===== src/rtl/core/dcv_pkg.sv =====
// Shared types, constants and the color distance function for the dominant color vote block.
package dcv_pkg;

    localparam int MAX_BUCKETS_DEF = 8;

    localparam int COLOR_W = 24;
    localparam int COUNT_W = 6;
    localparam int DIST_W  = 10;
    localparam int CFG_IDX_W = 3;
    localparam int CFG_DATA_W = 24;

    localparam logic [COUNT_W-1:0] COUNT_MAX = 6'd63;
    localparam logic [COLOR_W-1:0] WHITE_RGB = 24'hFF_FFFF;
    localparam logic [DIST_W-1:0]  TEXT_TH_RST  = 10'd80;
    localparam logic [DIST_W-1:0]  MERGE_TH_RST = 10'd36;

    // register indexes of the configuration port
    localparam logic [CFG_IDX_W-1:0] CFG_TEXT_COLOR       = 3'd0;
    localparam logic [CFG_IDX_W-1:0] CFG_TEXT_COLOR_VALID = 3'd1;
    localparam logic [CFG_IDX_W-1:0] CFG_FALLBACK_COLOR   = 3'd2;
    localparam logic [CFG_IDX_W-1:0] CFG_FALLBACK_VALID   = 3'd3;
    localparam logic [CFG_IDX_W-1:0] CFG_TEXT_THRESHOLD   = 3'd4;
    localparam logic [CFG_IDX_W-1:0] CFG_MERGE_THRESHOLD  = 3'd5;

    typedef enum logic [1:0] {
        ST_IDLE,
        ST_TEXT,
        ST_SCAN,
        ST_VOTE
    } dcv_state_t;

    typedef struct packed {
        logic load_sample;
        logic start_idx;
        logic scan_en;
        logic vote_en;
        logic emit;
    } dcv_cmd_t;

    typedef struct packed {
        logic skip;
        logic last;
        logic scan_done;
        logic vote_done;
        logic out_free;
    } dcv_status_t;

    // L1 distance of two packed colors, red in the top byte
    function automatic logic [DIST_W-1:0] l1_dist(input logic [COLOR_W-1:0] p,
                                                  input logic [COLOR_W-1:0] q);
        logic [7:0] dr;
        logic [7:0] dg;
        logic [7:0] db;
        dr = (p[23:16] > q[23:16]) ? p[23:16] - q[23:16] : q[23:16] - p[23:16];
        dg = (p[15:8]  > q[15:8])  ? p[15:8]  - q[15:8]  : q[15:8]  - p[15:8];
        db = (p[7:0]   > q[7:0])   ? p[7:0]   - q[7:0]   : q[7:0]   - p[7:0];
        return {2'b00, dr} + {2'b00, dg} + {2'b00, db};
    endfunction

endpackage


===== src/rtl/core/dcv_ctrl.sv =====
// Sequencer for the dominant color vote: accept, text check, bucket scan, vote.
module dcv_ctrl (
    input  logic                clk,
    input  logic                rst_n,
    input  logic                s_valid,
    output logic                s_ready,
    input  dcv_pkg::dcv_status_t status,
    output dcv_pkg::dcv_cmd_t   cmd
);

    dcv_pkg::dcv_state_t state_reg;
    dcv_pkg::dcv_state_t state_next;

    always_ff @(posedge clk or negedge rst_n)
    begin
        if (!rst_n)
        begin
            state_reg <= dcv_pkg::ST_IDLE;
        end
        else
        begin
            state_reg <= state_next;
        end
    end

    always_comb
    begin
        state_next = state_reg;
        case (state_reg)
            dcv_pkg::ST_IDLE:
            begin
                if (s_valid)
                begin
                    state_next = dcv_pkg::ST_TEXT;
                end
            end
            dcv_pkg::ST_TEXT:
            begin
                if (status.skip)
                begin
                    state_next = status.last ? dcv_pkg::ST_VOTE : dcv_pkg::ST_IDLE;
                end
                else
                begin
                    state_next = dcv_pkg::ST_SCAN;
                end
            end
            dcv_pkg::ST_SCAN:
            begin
                if (status.scan_done)
                begin
                    state_next = status.last ? dcv_pkg::ST_VOTE : dcv_pkg::ST_IDLE;
                end
            end
            dcv_pkg::ST_VOTE:
            begin
                if (status.vote_done && status.out_free)
                begin
                    state_next = dcv_pkg::ST_IDLE;
                end
            end
            default:
            begin
                state_next = dcv_pkg::ST_IDLE;
            end
        endcase
    end

    always_comb
    begin
        s_ready = 1'b0;
        cmd     = '0;
        case (state_reg)
            dcv_pkg::ST_IDLE:
            begin
                s_ready         = 1'b1;
                cmd.load_sample = s_valid;
            end
            dcv_pkg::ST_TEXT:
            begin
                // both the scan and the vote walk from bucket zero
                cmd.start_idx = !status.skip || status.last;
            end
            dcv_pkg::ST_SCAN:
            begin
                cmd.scan_en   = 1'b1;
                cmd.start_idx = status.scan_done && status.last;
            end
            dcv_pkg::ST_VOTE:
            begin
                cmd.vote_en = 1'b1;
                cmd.emit    = status.vote_done && status.out_free;
            end
            default:
            begin
                cmd = '0;
            end
        endcase
    end

endmodule


===== src/rtl/core/dcv_datapath.sv =====
// Datapath: config registers, bucket memory, scan and vote compare, output register.
module dcv_datapath #(
    parameter int MAX_BUCKETS = dcv_pkg::MAX_BUCKETS_DEF
) (
    input  logic                                clk,
    input  logic                                rst_n,
    input  logic                                cfg_we,
    input  logic [dcv_pkg::CFG_IDX_W-1:0]       cfg_index,
    input  logic [dcv_pkg::CFG_DATA_W-1:0]      cfg_data,
    input  logic [dcv_pkg::COLOR_W-1:0]         sample_color,
    input  logic                                sample_last,
    input  dcv_pkg::dcv_cmd_t                   cmd,
    output dcv_pkg::dcv_status_t                status,
    output logic [dcv_pkg::COLOR_W-1:0]         out_color,
    output logic                                out_from_fallback,
    output logic                                out_overflow,
    output logic                                out_valid,
    input  logic                                out_ready
);

    localparam int IDX_W  = (MAX_BUCKETS > 1) ? $clog2(MAX_BUCKETS) : 1;
    localparam int CNT_W  = $clog2(MAX_BUCKETS + 1);
    localparam int WORD_W = dcv_pkg::COUNT_W + dcv_pkg::COLOR_W;
    localparam logic [CNT_W-1:0] FULL = CNT_W'(MAX_BUCKETS);

    // configuration
    logic [dcv_pkg::COLOR_W-1:0] text_color_reg;
    logic                        text_valid_reg;
    logic [dcv_pkg::COLOR_W-1:0] fallback_reg;
    logic                        fallback_valid_reg;
    logic [dcv_pkg::DIST_W-1:0]  text_th_reg;
    logic [dcv_pkg::DIST_W-1:0]  merge_th_reg;

    // sample and walk control
    logic [dcv_pkg::COLOR_W-1:0] sample_reg;
    logic                        last_reg;
    logic [CNT_W-1:0]            idx_reg;
    logic                        pend_reg;
    logic [IDX_W-1:0]            pend_idx_reg;
    logic [CNT_W-1:0]            used_reg;
    logic                        ovf_reg;

    // vote leader
    logic [dcv_pkg::COUNT_W-1:0] best_cnt_reg;
    logic [dcv_pkg::COLOR_W-1:0] best_color_reg;
    logic [dcv_pkg::DIST_W-1:0]  best_dist_reg;

    // output word
    logic [dcv_pkg::COLOR_W-1:0] out_color_reg;
    logic                        out_fb_reg;
    logic                        out_ovf_reg;
    logic                        out_valid_reg;

    // bucket memory: count above color
    logic [WORD_W-1:0]           mem [MAX_BUCKETS];
    logic [WORD_W-1:0]           rdata_reg;

    logic [dcv_pkg::COLOR_W-1:0] rd_color;
    logic [dcv_pkg::COUNT_W-1:0] rd_cnt;
    logic [dcv_pkg::COUNT_W-1:0] sat_cnt;
    logic [dcv_pkg::DIST_W-1:0]  merge_dist;
    logic [dcv_pkg::DIST_W-1:0]  text_dist;
    logic [dcv_pkg::DIST_W-1:0]  fb_dist;
    logic                        more;
    logic                        hit;
    logic                        miss;
    logic                        better;
    logic                        rd_en;
    logic [IDX_W-1:0]            rd_addr;
    logic                        wr_en;
    logic [IDX_W-1:0]            wr_addr;
    logic [WORD_W-1:0]           wr_data;

    always_comb
    begin
        rd_color   = rdata_reg[dcv_pkg::COLOR_W-1:0];
        rd_cnt     = rdata_reg[WORD_W-1:dcv_pkg::COLOR_W];
        sat_cnt    = (rd_cnt == dcv_pkg::COUNT_MAX) ? rd_cnt : rd_cnt + 1'b1;
        merge_dist = dcv_pkg::l1_dist(rd_color, sample_reg);
        text_dist  = dcv_pkg::l1_dist(sample_reg, text_color_reg);
        fb_dist    = dcv_pkg::l1_dist(rd_color, fallback_reg);
        more       = idx_reg < used_reg;
        hit        = cmd.scan_en && pend_reg && (merge_dist < merge_th_reg);
        miss       = cmd.scan_en && !hit && !more;
        // first bucket seeds the leader; ties go to a later bucket strictly closer to a valid fallback
        better     = (pend_idx_reg == '0) || (rd_cnt > best_cnt_reg) ||
                     ((rd_cnt == best_cnt_reg) && fallback_valid_reg &&
                      (fb_dist < best_dist_reg));
        rd_en      = (cmd.scan_en && !hit && more) || (cmd.vote_en && more);
        rd_addr    = idx_reg[IDX_W-1:0];
        wr_en      = hit || (miss && (used_reg < FULL));
        wr_addr    = hit ? pend_idx_reg : used_reg[IDX_W-1:0];
        wr_data    = hit ? {sat_cnt, rd_color}
                         : {dcv_pkg::COUNT_W'(1), sample_reg};
    end

    always_ff @(posedge clk)
    begin
        if (wr_en)
        begin
            mem[wr_addr] <= wr_data;
        end
        if (rd_en)
        begin
            rdata_reg <= mem[rd_addr];
        end
    end

    always_ff @(posedge clk or negedge rst_n)
    begin
        if (!rst_n)
        begin
            text_color_reg     <= '0;
            text_valid_reg     <= 1'b0;
            fallback_reg       <= dcv_pkg::WHITE_RGB;
            fallback_valid_reg <= 1'b0;
            text_th_reg        <= dcv_pkg::TEXT_TH_RST;
            merge_th_reg       <= dcv_pkg::MERGE_TH_RST;
        end
        else if (cfg_we)
        begin
            case (cfg_index)
                dcv_pkg::CFG_TEXT_COLOR:       text_color_reg     <= cfg_data;
                dcv_pkg::CFG_TEXT_COLOR_VALID: text_valid_reg     <= cfg_data[0];
                dcv_pkg::CFG_FALLBACK_COLOR:   fallback_reg       <= cfg_data;
                dcv_pkg::CFG_FALLBACK_VALID:   fallback_valid_reg <= cfg_data[0];
                dcv_pkg::CFG_TEXT_THRESHOLD:   text_th_reg  <= cfg_data[dcv_pkg::DIST_W-1:0];
                dcv_pkg::CFG_MERGE_THRESHOLD:  merge_th_reg <= cfg_data[dcv_pkg::DIST_W-1:0];
                default:
                begin
                end
            endcase
        end
    end

    always_ff @(posedge clk)
    begin
        if (cmd.load_sample)
        begin
            sample_reg <= sample_color;
            last_reg   <= sample_last;
        end
        if (cmd.vote_en && pend_reg && better)
        begin
            best_cnt_reg   <= rd_cnt;
            best_color_reg <= rd_color;
            best_dist_reg  <= fb_dist;
        end
        if (cmd.emit)
        begin
            if (used_reg == '0)
            begin
                out_color_reg <= fallback_valid_reg ? fallback_reg : dcv_pkg::WHITE_RGB;
                out_fb_reg    <= 1'b1;
                out_ovf_reg   <= 1'b0;
            end
            else
            begin
                out_color_reg <= best_color_reg;
                out_fb_reg    <= 1'b0;
                out_ovf_reg   <= ovf_reg;
            end
        end
    end

    always_ff @(posedge clk or negedge rst_n)
    begin
        if (!rst_n)
        begin
            idx_reg       <= '0;
            pend_reg      <= 1'b0;
            pend_idx_reg  <= '0;
            used_reg      <= '0;
            ovf_reg       <= 1'b0;
            out_valid_reg <= 1'b0;
        end
        else
        begin
            if (cmd.start_idx)
            begin
                idx_reg  <= '0;
                pend_reg <= 1'b0;
            end
            else if (rd_en)
            begin
                idx_reg      <= idx_reg + 1'b1;
                pend_reg     <= 1'b1;
                pend_idx_reg <= rd_addr;
            end
            else if (cmd.scan_en || cmd.vote_en)
            begin
                pend_reg <= 1'b0;
            end

            if (cmd.emit)
            begin
                used_reg <= '0;
                ovf_reg  <= 1'b0;
            end
            else if (miss)
            begin
                if (used_reg < FULL)
                begin
                    used_reg <= used_reg + 1'b1;
                end
                else
                begin
                    ovf_reg <= 1'b1;
                end
            end

            if (cmd.emit)
            begin
                out_valid_reg <= 1'b1;
            end
            else if (out_ready)
            begin
                out_valid_reg <= 1'b0;
            end
        end
    end

    always_comb
    begin
        status.skip      = text_valid_reg && (text_dist < text_th_reg);
        status.last      = last_reg;
        status.scan_done = hit || miss;
        status.vote_done = !pend_reg && !more;
        status.out_free  = !out_valid_reg || out_ready;
    end

    assign out_color         = out_color_reg;
    assign out_from_fallback = out_fb_reg;
    assign out_overflow      = out_ovf_reg;
    assign out_valid         = out_valid_reg;

endmodule


===== src/rtl/core/dominant_color_vote_unit.sv =====
// Top level of the dominant color vote: stream ports, config port, controller and datapath.
//
// Takes a run of RGB sample words (tlast marks the final one) and returns one word with the
// dominant background color of the run. A sample within text_threshold (L1) of an enabled
// text color is skipped; otherwise it joins the first bucket closer than merge_threshold or
// opens a new bucket, up to MAX_BUCKETS; colors that find no room set the overflow flag.
// Counts saturate at 63. On the last sample the bucket with the highest count wins, a later
// equal bucket winning only when a valid fallback color is set and it is strictly closer to
// it; a run with no bucket returns the fallback color (or white) with from_fallback set.
// The bucket store is cleared when the result is loaded into the output register.
// Timing: the bucket memory has one registered read port and is walked one bucket per
// cycle. A skipped sample only passes the text check; any other sample walks the buckets
// until it merges into one or opens or drops a bucket, and the last sample then adds a vote
// walk over the used buckets. The result sits in an output register, so a new run can start
// while it waits; the vote only stalls if the previous result is unread.
// Configuration is to be written only while the block is idle; the block itself does not enforce this.
module dominant_color_vote_unit #(
    parameter int MAX_BUCKETS = dcv_pkg::MAX_BUCKETS_DEF
) (
    input  logic                            clk,
    input  logic                            rst_n,
    // sample input
    input  logic                            s_axis_tvalid,
    output logic                            s_axis_tready,
    input  logic [23:0]                     s_axis_tdata,   // red[7:0], green[15:8], blue[23:16]
    input  logic                            s_axis_tlast,   // last_sample
    // result output
    output logic                            m_axis_tvalid,
    input  logic                            m_axis_tready,
    output logic [23:0]                     m_axis_tdata,   // red_out, green_out, blue_out
    output logic [1:0]                      m_axis_tuser,   // from_fallback, bucket_overflow
    // configuration
    input  logic                            cfg_we,
    input  logic [dcv_pkg::CFG_IDX_W-1:0]   cfg_index,
    input  logic [dcv_pkg::CFG_DATA_W-1:0]  cfg_data
);

    dcv_pkg::dcv_cmd_t           cmd;
    dcv_pkg::dcv_status_t        status;
    logic [dcv_pkg::COLOR_W-1:0] sample_color;
    logic [dcv_pkg::COLOR_W-1:0] out_color;
    logic                        out_from_fallback;
    logic                        out_overflow;

    // internal color layout keeps red in the top byte
    assign sample_color = {s_axis_tdata[7:0], s_axis_tdata[15:8], s_axis_tdata[23:16]};

    dcv_ctrl u_ctrl (
        .clk     (clk),
        .rst_n   (rst_n),
        .s_valid (s_axis_tvalid),
        .s_ready (s_axis_tready),
        .status  (status),
        .cmd     (cmd)
    );

    dcv_datapath #(
        .MAX_BUCKETS (MAX_BUCKETS)
    ) u_datapath (
        .clk               (clk),
        .rst_n             (rst_n),
        .cfg_we            (cfg_we),
        .cfg_index         (cfg_index),
        .cfg_data          (cfg_data),
        .sample_color      (sample_color),
        .sample_last       (s_axis_tlast),
        .cmd               (cmd),
        .status            (status),
        .out_color         (out_color),
        .out_from_fallback (out_from_fallback),
        .out_overflow      (out_overflow),
        .out_valid         (m_axis_tvalid),
        .out_ready         (m_axis_tready)
    );

    assign m_axis_tdata = {out_color[7:0], out_color[15:8], out_color[23:16]};
    assign m_axis_tuser = {out_overflow, out_from_fallback};

    // a result is only loaded once the vote walk is finished and the output slot is free
    a_emit_gated: assert property (@(posedge clk) disable iff (!rst_n)
        cmd.emit |-> (status.vote_done && status.out_free))
        else $error("result loaded before vote finished or into a busy output");

    // after a sample is taken the block is busy with it
    a_busy_after_load: assert property (@(posedge clk) disable iff (!rst_n)
        cmd.load_sample |=> !s_axis_tready)
        else $error("input ready right after a sample was taken");

    // scan and vote never share the bucket read port
    a_walk_exclusive: assert property (@(posedge clk) disable iff (!rst_n)
        !(cmd.scan_en && cmd.vote_en))
        else $error("scan and vote active together");

    // a loaded result is presented on the next cycle
    a_emit_visible: assert property (@(posedge clk) disable iff (!rst_n)
        cmd.emit |=> m_axis_tvalid)
        else $error("loaded result not presented");

endmodule


===== config.mk =====
export PLATFORM = sky130hd
export DESIGN_NAME = dominant_color_vote_unit
export DESIGN_NICKNAME = d
export VERILOG_FILES = /design/src/rtl/core/dcv_pkg.sv /design/src/rtl/core/dcv_ctrl.sv /design/src/rtl/core/dcv_datapath.sv /design/src/rtl/core/dominant_color_vote_unit.sv
export SDC_FILE = /design/constraint.sdc
export NUM_CORES = 1
export LEC_CHECK = 0
export BUFFER_PORTS_ARGS = -buffer_cell sky130_fd_sc_hd__buf_2
export CAP_MARGIN = 20
export CELL_PAD_IN_SITES_DETAIL_PLACEMENT = 0
export CELL_PAD_IN_SITES_GLOBAL_PLACEMENT = 1
export CORE_ASPECT_RATIO = 1.25
export CORE_MARGIN = 3
export CORE_UTILIZATION = 54
export CTS_BUF_LIST = sky130_fd_sc_hd__clkbuf_8
export CTS_CLUSTER_SIZE = 14
export DETAILED_ROUTE_END_ITERATION = 12
export PLACE_DENSITY = 0.86
export SETUP_SLACK_MARGIN = 0.2
export SYNTH_ARGS = -nofsm -noshare
export SYNTH_HDL_FRONTEND = slang
export SYNTH_SLANG_ARGS = --single-unit

===== constraint.sdc =====
create_clock -name clk -period 8.6 [get_ports clk]
set_input_delay 0.43 -clock clk [delete_from_list [all_inputs] [get_ports clk]]
set_output_delay 0.43 -clock clk [all_outputs]
set_load 0.01 [all_outputs]

# Word level (Yosys, flattened, before mapping)

Memory sizes are Yosys's and may differ from the RTL's. A register that Yosys moved wholly into a read port is not among the register bits.
Index checks and enable logic that the tools add are counted.

Flip-flop bits (word level): 177
Memory bits (writable): 240
Output and inout port bits: 28
Memories: 1

Memories:

| memory         | depth | width | read ports | clocked after Yosys merged registers in | wr ports | RTL line           | source |
|---|---|---|---|---|---|---|---|
| u_datapath.mem | 8     | 30    | 1          | 1                                       | 1        | dcv_datapath.sv:55 | `logic [WORD_W-1:0] mem [MAX_BUCKETS];` |

Add/sub/neg operators: 27
Order comparisons: 15
Eq/ne operators: 14
Muxes and demuxes: 41
Bitwise gates (word level): 1
Reductions and logical operators: 47

Operators with widths:

| operator                                                         | count |
|---|---|
| 8-bit subtractor                                                 | 18 |
| 8-bit greater-than comparator                                    | 9 |
| 8-bit two-way mux                                                | 9 |
| 24-bit two-way mux                                               | 2 |
| 10-bit by 8-bit adder with 10-bit output                         | 3 |
| 10-bit < comparator                                              | 3 |
| 30-bit two-way mux                                               | 1 |
| 8-bit by 8-bit adder with 9-bit output                           | 3 |
| 4-bit two-way mux                                                | 5 |
| 2-bit AND reduction                                              | 9 |
| 1-bit logical AND                                                | 15 |
| 1-bit two-way mux                                                | 14 |
| 2-bit two-way mux                                                | 6 |
| 4-bit by 1-bit adder with 4-bit output (second input constant)   | 2 |
| 1-bit logical OR                                                 | 8 |
| 2-bit case mux with 4 select lines                               | 1 |
| 2-bit nonzero test                                               | 4 |
| 6-bit by 1-bit adder with 6-bit output (second input constant)   | 1 |
| 3-bit by 2-bit == test with 1-bit output (second input constant) | 2 |
| 3-bit == test (second input constant)                            | 2 |
| 6-bit == test                                                    | 1 |
| 6-bit == test (second input constant)                            | 1 |
| 6-bit greater-than comparator                                    | 1 |
| 3-bit zero test                                                  | 2 |
| 16 further kinds                                                 | 23 |

# Longest topological paths before layout

Depth in word-level cells: 14
Mapped depth: 32
Mapped depth without buffers: 31

# By module

A second synthesis with hierarchy kept.

Cell total of the unflattened synthesis: 1,965
Area, all modules: 25,206.7 um^2

Modules (own cells, without submodules):

| module                   | times used | cells an instance | area an instance (um^2) |
|---|---|---|---|
| dcv_datapath             | 1          | 1,938             | 24,963.9 |
| dcv_ctrl                 | 1          | 25                | 227.7 |
| dominant_color_vote_unit | 1          | 2                 | 15.0 |

# Worst setup path after synthesis

OpenSTA, ideal clock, no wires.

Path kind: flip-flop to flip-flop
From: register u_datapath.rdata_reg[16] (read register of u_datapath.mem)
To: memory u_datapath.mem[0][0] (netlist bit) (enable)
Setup time: 417 ps
Arrival time: 7,021 ps
Data required time: 8,183 ps
Path slack: 1,162 ps
Cell stages (with the launch flop): 33
Buffers on the path: 2
Cells stage by stage: edfxtp_1 > inv_1 > ha_1 > inv_1 > fa_1 > a21o_1 > a21oi_2 > o21ai_0 > a211o_1 > o211ai_1 > buf_6 > mux2_2 > inv_1 > fa_1 > inv_1 > ha_1 > a21o_1 > a21oi_1 > o21bai_1 > a21oi_1 > nand2b_1 > nand2b_1 > a21oi_1 > xnor2_1 > ha_1 > a21o_1 > a21o_1 > a211oi_1 > o31a_1 > buf_2 > nor2b_1 > a21oi_1 > nor2_1

Longest elaborated chain between the ends: 13
Elaborated cells between the ends (all ways): 16
Those cells by class: add/sub (4); order compare (2); mux (4); reduce/logical (6)

RTL lines:

| element                                                                  | RTL line            | source |
|---|---|---|
| start, declared                                                          | dcv_datapath.sv:56  | `logic [WORD_W-1:0] rdata_reg;` |
| 8-bit subtractor / 8-bit greater-than comparator (equally long branches) | dcv_pkg.sv:54       | `dr = (p[23:16] > q[23:16]) ? p[23:16] - q[23:16] : q[23:16] - p[23:16];` |
| 8-bit two-way mux (*)                                                    | dcv_pkg.sv:54       |  |
| 8-bit by 8-bit adder with 9-bit output (*)                               | dcv_pkg.sv:57       | `return {2'b00, dr} + {2'b00, dg} + {2'b00, db};` |
| 10-bit by 8-bit adder with 10-bit output (*)                             | dcv_pkg.sv:57       |  |
| 10-bit < comparator (*)                                                  | dcv_datapath.sv:83  | `hit = cmd.scan_en && pend_reg && (merge_dist < merge_th_reg);` |
| 1-bit logical AND (*)                                                    | dcv_datapath.sv:83  |  |
| 1-bit zero test                                                          | dcv_datapath.sv:84  | `miss = cmd.scan_en && !hit && !more;` |
| 1-bit logical AND (2 in a row)                                           | dcv_datapath.sv:84  |  |
| 1-bit logical AND                                                        | dcv_datapath.sv:91  | `wr_en = hit \|\| (miss && (used_reg < FULL));` |
| 1-bit logical OR                                                         | dcv_datapath.sv:91  |  |
| 1-bit two-way mux                                                        | dcv_datapath.sv:99  | `if (wr_en)` |
| 1-bit two-way mux (implied by the code)                                  | dcv_datapath.sv:101 | `mem[wr_addr] <= wr_data;` |
| end, declared                                                            | dcv_datapath.sv:55  |  |

Every way passes the cells marked *; elsewhere a longest branch is shown, timed or not.

# Final worst setup path

From: register u_datapath.rdata_reg[16] (read register of u_datapath.mem)
To: memory u_datapath.mem[3][2] (netlist bit) (enable)

The elaborated chain is that of the path after synthesis.

==> parameters.txt <==
Parameter                              Value

Global routing
  Global route overflow    0
  Maximum number of pins on one net before global-route repair    66
  Antenna violations before repair    2
  Number of global-route vias before repair    16450
  Overall global routing resource usage    24.4%
  Wire length of the first global-routing pass    90.8 mm
  GRT Max-Usage Layer    met2
  M2 GR Usage    42.1%
  Met1 track utilization from global routing    30.8%
  Global-route met3 utilization    3.54%

Status
  Run status    finished, final reports clean

Critical path
  Reg2Reg Setup Slack    750 ps
  Master of the slowest instance on the critical path    sky130_fd_sc_hd__o31a_2
  Capturing element type of the critical path    flop
  Critical Path Source Type    flop
  Req. time, crit path    8870 ps
  Crit path capture    u_datapath.mem[3][2]
  Count of cells along the worst register-to-register path    29
  Crit Path Class    flop to flop
  Cell seen most often among critical-path stages    sky130_fd_sc_hd__ha_1
  Startpoint of the lowest-slack register-to-register path    u_datapath.rdata_reg[16]
  FF-to-FF End    u_datapath.mem[3][2]
  Max incr delay on CP    540 ps
  Highest net fanout along the worst path    30
  Signal arrival time at the worst endpoint    8120 ps
  Critical path launch point    u_datapath.rdata_reg[16]

Finish
  Number of flip-flops under the largest register name    240
  Post-layout net count    2420
  Final core occ    61.4%
  Relative area change from synthesis to final layout    11.9%
  Post-Layout Cell Count    2751
  Share of cells above drive strength 1    18.5%

Placed design
  Routability-driven placement congestion ratio    0.903
  Placement Setup Slack    805 ps
  Port-buffer cells    84
  DP HPWL    42.0 mm
  Cell total after placement    2574

Synth
  Distinct cell type count of the synthesized netlist    71
  Leading register cell type out of synthesis    sky130_fd_sc_hd__edfxtp_1
  Number of flops mapped to enable cells by yosys    361
  Area of the mapped netlist    24800 um^2
  Warnings from Yosys    0
  Async SR Flop Fraction    19.2%
  Count of mapped cells out of synthesis    1943
  Avg Inst Size Synth    12.7 um^2
  Synth Register Bits    447
  Sequential area share after synthesis    52.6%
  Synthesized Nets    2251

Clocking
  # H-tree levels    3
  Total clock buffers created by CTS    74
  Clock sink total    447
  Clock latency on the worst-skew pair    650 ps
  Clock tree from TritonCTS    built
  Root Buffer    sky130_fd_sc_hd__clkbuf_8
  Buffer depth of the longest clock path    3
  Clk slew on worst S/H paths    60 ps

Timing
  Max-slew violations    0
  Endpoints failing hold    0
  Relative slew margins    27.9%
  Total of endpoints with negative setup slack in the final report    0
  Final WS setup    751 ps
  Tcrit/Tclk final    91.3%
  Unrepaired setup endpoints after global routing    false
  Maximum operating frequency    127 MHz
  Tmin final    7850 ps
  Transition at the pin with the smallest max-transition slack    1080 ps
  Maximum clock skew at final layout    27.0 ps
  TNS Setup    0 ps

Routing
  Drt first pass iters    5
  Initial DRC Count    1004
  Detailed-route wire length    58.8 mm
  Remaining DRCs    0
  Number of vias per cell after detailed routing    5.78
  Routed length per instance    21.4 um
  Total vias in the final route    15913
  Detail Route Antenna Nets    0

Die
  Row cnt    87
  Total die area    48500 um^2
  Count of pins on the block boundary    85
  Height of the chip    245 um
  Placeable Area    45200 um^2
  Chip Width    198 um
  Starting Density    54.8%

Job
  Number of max-capacitance violations reported    0

Hold path
  Hold/Removal Path Class    input port to flop
-- cell families (layout without fill, tap and decap cells) --
group                      after synthesis  after routing  share of synthesized area, %
DFF                                    447            447                          52.6
buffers and inverters                  273            502                          4.31
xor gates and xnor gates                98             98                          3.47
other                                    0              1                             0
muxes                                  176            176                          10.5
AOI/OAI and AO/OA                      412            412                          10.5
and+or+nand+nor                        286            286                          5.28
adders and majority gates              251            251                          13.4
-- per-stage QoR --
step	instance area, um^2	hold WS (ps)
final	27700	64.6
after global routing	27700	42.4
after CTS	27700	4.15
after detailed placement	25900	398
after global placement	25900	380
after floorplan	24800	134
-- worst max-delay path, delay by kind of cell (launching register included) --
kind / cells / cell delay (ps)
AOI/OAI and AO/OA: 14 / 3130
adders and majority gates: 5 / 1430
and+or+nand+nor: 4 / 950
buffers and inverters: 3 / 640
DFF: 1 / 500
muxes: 1 / 450
xor gates and xnor gates: 2 / 310
-- synth_stat cells (30+ instances only) --
| cell type | instances | area share [%] |
|---|---|---|
| sky130_fd_sc_hd__a21o_1 | 43 | 1.3 |
| sky130_fd_sc_hd__a21oi_1 | 113 | 2.3 |
| sky130_fd_sc_hd__clkbuf_1 | 37 | 0.56 |
| sky130_fd_sc_hd__dfrtp_1 | 58 | 5.9 |
| sky130_fd_sc_hd__edfxtp_1 | 361 | 44 |
| sky130_fd_sc_hd__ha_1 | 227 | 11 |
| sky130_fd_sc_hd__inv_1 | 216 | 3.3 |
| sky130_fd_sc_hd__mux2_2 | 64 | 2.9 |
| sky130_fd_sc_hd__mux2i_1 | 52 | 2.1 |
| sky130_fd_sc_hd__mux4_2 | 60 | 5.5 |
| sky130_fd_sc_hd__nand2_1 | 117 | 1.8 |
| sky130_fd_sc_hd__nor2_1 | 73 | 1.1 |
| sky130_fd_sc_hd__o21ai_0 | 114 | 2.3 |
| sky130_fd_sc_hd__xnor2_1 | 68 | 2.4 |
| sky130_fd_sc_hd__xor2_1 | 30 | 1.1 |
-- per-layer routing --
layer | part of all wire [%] | vias to the layer above
met5 | 0 | -
met4 | 4.0 | 0
met3 | 4.5 | 122
met2 | 50 | 437
met1 | 42 | 7907
li1 | - | 7447
-- how the worst min path moves through the flow --
stage	from	to	slack, ps	cells past startpoint
2_1_floorplan	rst_n	u_ctrl.state_reg[0]	130	0
3_3_place_gp	rst_n	u_datapath.text_color_reg[23]	380	1
3_5_place_dp	rst_n	u_datapath.text_color_reg[20]	400	1
4_1_cts	cfg_data[14]	u_datapath.fallback_reg[14]	4	3
5_1_grt	cfg_data[14]	u_datapath.fallback_reg[14]	40	3
6_report	cfg_data[14]	u_datapath.fallback_reg[14]	60	3
-- final cells by class --
type / count / area (um^2)
Fill cell: 3514 / 17500
Clock buffer: 75 / 1030
Multi-Input combinational cell: 1223 / 10700
Sequential cell: 447 / 13000
Clock inverter: 61 / 380
Inverter: 216 / 811
Tap cell: 578 / 723
Antenna cell: 1 / 2.50
Timing Repair Buffer: 150 / 1020
-- placed cells by master (no fill, tap or decap), drive strengths merged, types with 5 or more instances in the layout --
cell type,synthesis,layout
dlygate4sd3,0,39
o21bai,29,29
and2,6,6
a31oi,29,29
or2,5,5
o21ai,121,121
mux4,60,60
dfstp,28,28
nand3,10,10
a211o,5,5
nand2b,11,11
nand2,117,117
nand4,19,19
clkinv,0,33
mux2,64,64
clkbuf,37,76
buf,20,110
inv,216,237
nor2,73,73
edfxtp,361,361
nor3,13,13
o21a,9,9
o221ai,5,5
dfrtp,58,58
xnor2,68,68
a21o,43,43
nor2b,15,15
ha,227,227
o211ai,10,10
xor2,30,30
a21oi,119,119
a221oi,8,8
a211oi,6,6
fa,24,24
mux2i,52,52
-- timing repair --
item,in CTS,in global routing
resized for setup,0,2
hold buffers,39,0
buffers inserted,0,0
setup endpoints to repair,0,16
endpoints found under the hold margin,74,0
Power is left out: the tool's default activity adds up to more than one toggle a clock period on the data nets, which glitch-free logic cannot reach.
